<file path="src/rtl/frp_pkg.sv">
`timescale 1ns / 1ps
// ----------------------------------------------------------------------------
// frp_pkg
// Types and constants shared by the file record response parser.
// ----------------------------------------------------------------------------
package frp_pkg;

    // Parser phases, one-hot
    typedef enum logic [5:0] {
        PH_COUNT = 6'b000001,
        PH_LEN   = 6'b000010,
        PH_REF   = 6'b000100,
        PH_HIGH  = 6'b001000,
        PH_LOW   = 6'b010000,
        PH_DROP  = 6'b100000
    } phase_t;

    localparam logic [7:0] REF_TYPE_FILE = 8'd6;
    localparam logic [8:0] SEEN_MAX      = 9'd511;

    localparam logic [1:0] ST_OK       = 2'd0;
    localparam logic [1:0] ST_BAD_REF  = 2'd1;
    localparam logic [1:0] ST_OVERRUN  = 2'd2;
    localparam logic [1:0] ST_MISMATCH = 2'd3;

    typedef struct packed {
        logic        word_valid;
        logic [6:0]  sub_index;
        logic [6:0]  word_offset;
        logic [15:0] word_value;
        logic        done_res;
        logic [1:0]  status;
    } frp_result_t;

endpackage

</file>
<file path="src/rtl/frp_core.sv">
`timescale 1ns / 1ps
// ----------------------------------------------------------------------------
// frp_core
// Parser state and per-byte step logic; state advances when en is high.
// ----------------------------------------------------------------------------
module frp_core import frp_pkg::*; (
    input  logic        aclk,
    input  logic        aresetn,
    input  logic        en,
    input  logic [7:0]  data_byte,
    input  logic        last_byte,
    output logic        has_result,
    output frp_result_t result
);

    phase_t      phase_reg,    phase_next;
    logic [7:0]  declared_reg, declared_next;
    logic [8:0]  seen_reg,     seen_next;
    logic [7:0]  left_reg,     left_next;
    logic [6:0]  sub_reg,      sub_next;
    logic [6:0]  word_reg,     word_next;
    logic [7:0]  high_reg,     high_next;
    logic [1:0]  err_reg,      err_next;

    logic [9:0]  len_sum;
    logic        word_done;
    logic [1:0]  final_status;

    always_comb begin
        phase_next    = phase_reg;
        declared_next = declared_reg;
        seen_next     = seen_reg;
        left_next     = left_reg;
        sub_next      = sub_reg;
        word_next     = word_reg;
        high_next     = high_reg;
        err_next      = err_reg;
        word_done     = 1'b0;
        final_status  = ST_OK;

        if (phase_reg != PH_COUNT && seen_reg != SEEN_MAX) begin
            seen_next = seen_reg + 9'd1;
        end
        len_sum = {1'b0, seen_next} + {2'b00, data_byte};

        unique case (phase_reg)
            PH_COUNT: begin
                declared_next = data_byte;
                seen_next     = 9'd0;
                phase_next    = PH_LEN;
            end
            PH_LEN: begin
                if (data_byte == 8'd0 || len_sum > {2'b00, declared_reg}) begin
                    err_next   = ST_OVERRUN;
                    phase_next = PH_DROP;
                end else begin
                    left_next  = data_byte - 8'd1;
                    phase_next = PH_REF;
                end
            end
            PH_REF: begin
                if (data_byte != REF_TYPE_FILE) begin
                    err_next   = ST_BAD_REF;
                    phase_next = PH_DROP;
                end else begin
                    word_next  = 7'd0;
                    phase_next = PH_HIGH;
                end
            end
            PH_HIGH: begin
                high_next  = data_byte;
                left_next  = left_reg - 8'd1;
                phase_next = PH_LOW;
            end
            PH_LOW: begin
                word_done  = 1'b1;
                word_next  = word_reg + 7'd1;
                left_next  = left_reg - 8'd1;
                phase_next = PH_HIGH;
            end
            default: begin
                // drop bytes
            end
        endcase

        // close the sub-response once its bytes are used up
        if ((phase_reg == PH_REF && data_byte == REF_TYPE_FILE)
                || phase_reg == PH_HIGH || phase_reg == PH_LOW) begin
            if (left_next == 8'd0) begin
                sub_next   = sub_reg + 7'd1;
                phase_next = PH_LEN;
            end
        end

        if (last_byte) begin
            if (err_next != ST_OK) begin
                final_status = err_next;
            end else if (seen_next != {1'b0, declared_next}) begin
                final_status = ST_MISMATCH;
            end
            // return to the start for the next response
            phase_next    = PH_COUNT;
            declared_next = 8'd0;
            seen_next     = 9'd0;
            left_next     = 8'd0;
            sub_next      = 7'd0;
            word_next     = 7'd0;
            high_next     = 8'd0;
            err_next      = ST_OK;
        end
    end

    assign has_result         = word_done || last_byte;
    assign result.word_valid  = word_done;
    assign result.sub_index   = word_done ? sub_reg : 7'd0;
    assign result.word_offset = word_done ? word_reg : 7'd0;
    assign result.word_value  = word_done ? {high_reg, data_byte} : 16'd0;
    assign result.done_res    = last_byte;
    assign result.status      = final_status;

    always_ff @(posedge aclk) begin
        if (!aresetn) begin
            phase_reg    <= PH_COUNT;
            declared_reg <= 8'd0;
            seen_reg     <= 9'd0;
            left_reg     <= 8'd0;
            sub_reg      <= 7'd0;
            word_reg     <= 7'd0;
            high_reg     <= 8'd0;
            err_reg      <= ST_OK;
        end else if (en) begin
            phase_reg    <= phase_next;
            declared_reg <= declared_next;
            seen_reg     <= seen_next;
            left_reg     <= left_next;
            sub_reg      <= sub_next;
            word_reg     <= word_next;
            high_reg     <= high_next;
            err_reg      <= err_next;
        end
    end

endmodule

</file>
<file path="src/rtl/file_record_response_parser.sv">
`timescale 1ns / 1ps
// ----------------------------------------------------------------------------
// file_record_response_parser
// Parses the data field of a read-file-record response one byte per item
// and emits completed record words and a final status item.
// ----------------------------------------------------------------------------
//  channel  | ports                                  | direction
//  ---------+----------------------------------------+----------
//  s_       | s_valid s_ready s_data_byte s_last_byte | in
//  m_       | m_valid m_ready m_word_valid m_sub_index| out
//           | m_word_offset m_word_value m_done_res   |
//           | m_status                               |
//
// One byte per cycle sustained while m_ does not stall: an item is held in
// the input register, then the step logic writes the result register.
// m_valid rises once the step has written a byte's result into the result
// register. Bytes that cause no result still pass through the step.
// Reset (aresetn low) empties both registers and returns the parser to the
// byte count phase; a stall on m_ stops the step only for bytes with results.
// ----------------------------------------------------------------------------
module file_record_response_parser import frp_pkg::*; (
    input  logic        aclk,
    input  logic        aresetn,
    input  logic        s_valid,
    output logic        s_ready,
    input  logic [7:0]  s_data_byte,
    input  logic        s_last_byte,
    output logic        m_valid,
    input  logic        m_ready,
    output logic        m_word_valid,
    output logic [6:0]  m_sub_index,
    output logic [6:0]  m_word_offset,
    output logic [15:0] m_word_value,
    output logic        m_done_res,
    output logic [1:0]  m_status
);

    logic        in_valid_reg;
    logic [7:0]  in_data_reg;
    logic        in_last_reg;
    logic        out_valid_reg;
    frp_result_t out_reg;

    logic        advance;
    logic        core_has_result;
    frp_result_t core_result;

    frp_core u_core (
        .aclk       (aclk),
        .aresetn    (aresetn),
        .en         (advance),
        .data_byte  (in_data_reg),
        .last_byte  (in_last_reg),
        .has_result (core_has_result),
        .result     (core_result)
    );

    // hold the byte only when its result has nowhere to go
    assign advance = in_valid_reg && (!core_has_result || !out_valid_reg || m_ready);
    assign s_ready = !in_valid_reg || advance;

    always_ff @(posedge aclk) begin
        if (!aresetn) begin
            in_valid_reg <= 1'b0;
        end else if (s_ready) begin
            in_valid_reg <= s_valid;
        end
    end

    always_ff @(posedge aclk) begin
        if (s_valid && s_ready) begin
            in_data_reg <= s_data_byte;
            in_last_reg <= s_last_byte;
        end
    end

    always_ff @(posedge aclk) begin
        if (!aresetn) begin
            out_valid_reg <= 1'b0;
        end else if (advance && core_has_result) begin
            out_valid_reg <= 1'b1;
        end else if (m_ready) begin
            out_valid_reg <= 1'b0;
        end
    end

    always_ff @(posedge aclk) begin
        if (advance && core_has_result) begin
            out_reg <= core_result;
        end
    end

    assign m_valid       = out_valid_reg;
    assign m_word_valid  = out_reg.word_valid;
    assign m_sub_index   = out_reg.sub_index;
    assign m_word_offset = out_reg.word_offset;
    assign m_word_value  = out_reg.word_value;
    assign m_done_res    = out_reg.done_res;
    assign m_status      = out_reg.status;

    a_reset_empty: assert property (@(posedge aclk) !aresetn |=> !m_valid)
        else $error("result valid right after reset");

    a_result_kind: assert property (@(posedge aclk) disable iff (!aresetn)
        m_valid |-> (m_word_valid || m_done_res))
        else $error("result item carries neither word nor done");

    a_status_done: assert property (@(posedge aclk) disable iff (!aresetn)
        (m_valid && m_status != ST_OK) |-> m_done_res)
        else $error("nonzero status without done");

    a_word_zero: assert property (@(posedge aclk) disable iff (!aresetn)
        (m_valid && !m_word_valid) |->
            (m_word_value == 16'd0 && m_sub_index == 7'd0 && m_word_offset == 7'd0))
        else $error("word fields nonzero without a word");

endmodule
</file>
<file path="config.mk">
export PLATFORM = sky130hd
export DESIGN_NAME = file_record_response_parser
export DESIGN_NICKNAME = d
export VERILOG_FILES = /design/src/rtl/frp_pkg.sv /design/src/rtl/frp_core.sv /design/src/rtl/file_record_response_parser.sv
export SDC_FILE = /design/constraint.sdc
export NUM_CORES = 1
export LEC_CHECK = 0
export BUFFER_PORTS_ARGS = -buffer_cell sky130_fd_sc_hd__buf_2
export CORE_MARGIN = 8
export CORE_UTILIZATION = 50
export DETAILED_ROUTE_END_ITERATION = 8
export PLACE_DENSITY = 0.66
export SYNTH_ARGS = -nofsm -noshare
export SYNTH_HDL_FRONTEND = slang
export SYNTH_SLANG_ARGS = --single-unit
</file>
<file path="constraint.sdc">
create_clock -name aclk -period 6.09 [get_ports aclk]
set_input_delay 1.218 -clock aclk [delete_from_list [all_inputs] [get_ports aclk]]
set_output_delay 1.218 -clock aclk [all_outputs]
set_load 0.05 [all_outputs]
</file>
==> metrics.yaml <==
synthesis:
  synth_edf_count: 43
  ys_types: 63
  synth_ff_type: "dfxtp_1"
  syn_avg_cell_area_um2: 9.412
  seq_area_frac_synth_pct: 44.10
  netlist_area_um2: 5515
  ys_warn_count: 0
  synthArstFlopShare_pct: 0
  yosysTopAreaCell: "edfxtp_1"
  netlist.area_leader.share_pct: 23.41
  synth_seq_cells: 100
  syn_inst: 586
  syn_nets: 623
  yosys-top-cells-area: "edfxtp_1 (23%), dfxtp_1 (21%), ha_1 (5.2%), and2_1 (3.9%), nor2b_1 (3.3%)"
timing:
  relSlewSlack_pct: 24.97
  skew_ns: 0.01250
  period_share_pct: 94.41
  slew_violations: 0
  hold_violations: 0
  worst_pin_slew_ns: 1.125
  post-route-min-period_ns: 5.749
  tns_ns: 0
  setup_viol: 0
  rsz0062_at_grt: "no"
  fmax_ghz: 0.1739
global_route:
  grt_antenna_before_repair: 0
  grt_max_degree: 47
  grt_overflow: 0
  grt_pass1_wl_mm: 22.03
  grt_use_total_pct: 19.14
  first_global_vias: 4213
power_and_ir_drop:
  switchingPower_mw: 0.3289
  p_leak_nw: 2.402
  worst_ir_drop_vdd_v: 0.0001745
  intPower_mw: 0.9018
  clkPwrFrac_pct: 31.2
  pwr-share-comb_pct: 10.1
  p_per_area_nw_per_um2: 201.9
  p_seq_share_pct: 58.7
  switching_share_pct: 26.73
die:
  core_um2: 10790
  pin_count: 49
  die_y_um: 121.0
  die_x_um: 121.0
  die_area_um2: 14650
  start_util_pct: 51.10
  rows: 38
routing:
  drtPass1Iterations: 5
  wl_per_cell_um: 17.68
  drt_iter0_drc: 377
  drc_errors: 0
  ant_nets: 0
  wl_mm: 13.72
  avgViaCountPerCell: 5.736
  dr_total_vias: 4451
worst_setup_path:
  r2r-end: "u_core.sub_reg[5]$_SDFFE_PN0P_"
  cp.arrival_ns: 6.07
  worstSetupPathType: "flip-flop to flip-flop"
  r2r.worst_path.cells: 24
  worst-path-max-fanout: 9
  r2r_slack_ns: 0.34
  required_ns: 6.41
  critPathLaunchType: "flip-flop"
  cp-end-kind: "flip-flop"
  r2r_start: "u_core.seen_reg[4]$_SDFFE_PN0P_"
cells_and_area:
  fill_cells: 975
  fin_area_um2: 6095
  drive_gt1_share_pct: 13.84
  n_antenna_cell: 0
  fin_nets: 668
  largest_reg_flops: 16
  syn_to_final_growth_pct: 10.50
placement:
  place_congestion: 0.9461
  placed_area_um2: 5879
  port_buffers: 48
  hpwl_mm: 10.02
run:
  drv_cap: 0
clocking:
  clkTransAtPathRegs_ns: 0.09
  clock_path_buffers: 2
  cts_tree: "yes"
  cts_num_sinks: 100
  numCtsBuffers: 9
  cts_max_level: 3
  clk_latency_ns: 0.39
  cts.root.buffer_cell: "clkbuf_8"
worst_hold_path:
  holdPathStages: 2
  whs_endpoint: "u_core.sub_reg[6]$_SDFFE_PN0P_"
  hp-class: "flip-flop to flip-flop"
  hold_start: "u_core.sub_reg[6]$_SDFFE_PN0P_"
status:
  outcome: "finished, final reports clean"
## power by group through the flow
stage          logic, mW  registers [mW]  clock network [mW]
6_report           0.125           0.722               0.384
5_1_grt            0.137           0.724               0.418
4_1_cts            0.120           0.722               0.397
3_5_place_dp       0.120           0.738                   0
3_3_place_gp       0.117           0.738                   0
2_1_floorplan     0.0836           0.738                   0
## what timing repair did
| item | CTS | global route |
|---|---|---|
| endpoints found under the setup margin | 0 | 11 |
| hold buffers | 0 | 0 |
| setup buffers | 0 | 4 |
| resized for setup | 0 | 6 |
## metal layers
metal	GRT usage, %	vias up	share of wire (%)
met5	0	-	0
met4	7.728	0	2.2
met3	4.141	25	5.7
met2	33.16	123	49
met1	22.48	2128	43
li1	-	2175	-
## critical path: stages, from the launching register on
cell and delay (ns):
dfxtp_1 0.35, and3_1 0.21, and3_1 0.19, and3_1 0.18, ha_1 0.24, a21oi_4 0.19
xor2_1 0.25, ha_1 0.22, inv_1 0.06, fa_1 0.39, nand2b_1 0.17, a21oi_1 0.18
o311a_1 0.26, nor2_1 0.07, ha_1 0.19, a211oi_1 0.22, o21ai_0 0.13, o211ai_1 0.29
and2_4 0.23, o211ai_1 0.18, a2111oi_2 0.34, o2111ai_1 0.23, o31a_4 0.44, nor4_4 0.28
mux2i_1 0.21
## cell usage in the layout (no fill, tap or decap), drive strengths merged, types with 10 or more instances in the layout
cell,n
a22oi,23
dfxtp,57
nor3,15
xnor2,20
inv,31
a21oi,31
and2,35
ha,23
nor2,47
buf,60
xor2,14
o21ai,33
nand4,10
nand2b,11
edfxtp,43
clkbuf,11
nor2b,29
nand2,43
## synth_stat cells, types with 3 or more instances
| cell type | n |
|---|---|
| nand4_1 | 10 |
| ha_1 | 23 |
| buf_2 | 5 |
| nand2_1 | 43 |
| nor3_1 | 14 |
| o21a_1 | 7 |
| a21boi_0 | 9 |
| nor2b_1 | 29 |
| a21oi_1 | 30 |
| nor2_1 | 47 |
| or3_1 | 5 |
| nand3_1 | 9 |
| a21o_1 | 3 |
| a211o_1 | 3 |
| xor2_1 | 14 |
| dfxtp_1 | 57 |
| clkbuf_1 | 18 |
| and2_1 | 34 |
| o2111ai_1 | 3 |
| edfxtp_1 | 43 |
| o21ai_0 | 31 |
| inv_1 | 29 |
| nand3b_1 | 4 |
| o31ai_1 | 3 |
| nor4_4 | 3 |
| xnor2_1 | 20 |
| mux2i_1 | 7 |
| a22oi_1 | 23 |
| and3_1 | 7 |
| nor3b_1 | 3 |
| nand2b_1 | 11 |
## final cells by class
type | instances | area [um^2] | area share, %
Clock buffer | 11 | 131.4 | 2.156
Clock inverter | 5 | 35.03 | 0.5748
Inverter | 29 | 108.9 | 1.786
Multi-Input combinational cell | 431 | 2882 | 47.28
Sequential cell | 100 | 2432 | 39.91
Tap cell | 140 | 175.2 | 2.874
Timing Repair Buffer | 60 | 330.3 | 5.420
## through the flow
stage	setup slack, ns	util, %	std cells	power [mW]	hold WS, ns
after floorplan	0.7163	-	586	0.8213	0.4244
after global placement	0.4019	54.47	756	0.8551	0.4430
after detailed placement	0.1783	54.47	756	0.8573	0.4580
after CTS	0.1537	56.02	772	1.239	0.4711
after global routing	0.02708	56.47	776	1.279	0.4981
final	0.3407	56.47	776	1.231	0.4691
## cells by family (layout without fill, tap and decap cells)
group | Yosys count | count (layout) | share of synthesized area [%]
flops | 100 | 100 | 44.10
compound gates | 137 | 137 | 16.81
xor+xnor | 34 | 34 | 5.399
buf+inv | 55 | 105 | 4.061
fa+ha+maj | 24 | 24 | 5.581
simple gates | 228 | 228 | 22.50
mux | 8 | 8 | 1.543
## how the worst max path moves through the flow
stage,startpoint,endpoint,slack (ns),cells past startpoint
5_1_grt,u_core.seen_reg[4]$_SDFFE_PN0P_,u_core.sub_reg[5]$_SDFFE_PN0P_,0.03,24
4_1_cts,u_core.seen_reg[4]$_SDFFE_PN0P_,u_core.sub_reg[5]$_SDFFE_PN0P_,0.15,24
2_1_floorplan,u_core.seen_reg[4]$_SDFFE_PN0P_,u_core.sub_reg[5]$_SDFFE_PN0P_,0.72,25
3_5_place_dp,u_core.seen_reg[4]$_SDFFE_PN0P_,u_core.sub_reg[5]$_SDFFE_PN0P_,0.18,24
3_3_place_gp,u_core.seen_reg[2]$_SDFFE_PN0P_,u_core.sub_reg[5]$_SDFFE_PN0P_,0.40,24
6_report,u_core.seen_reg[4]$_SDFFE_PN0P_,u_core.sub_reg[5]$_SDFFE_PN0P_,0.34,24
Power figures use the tool's default switching activity.
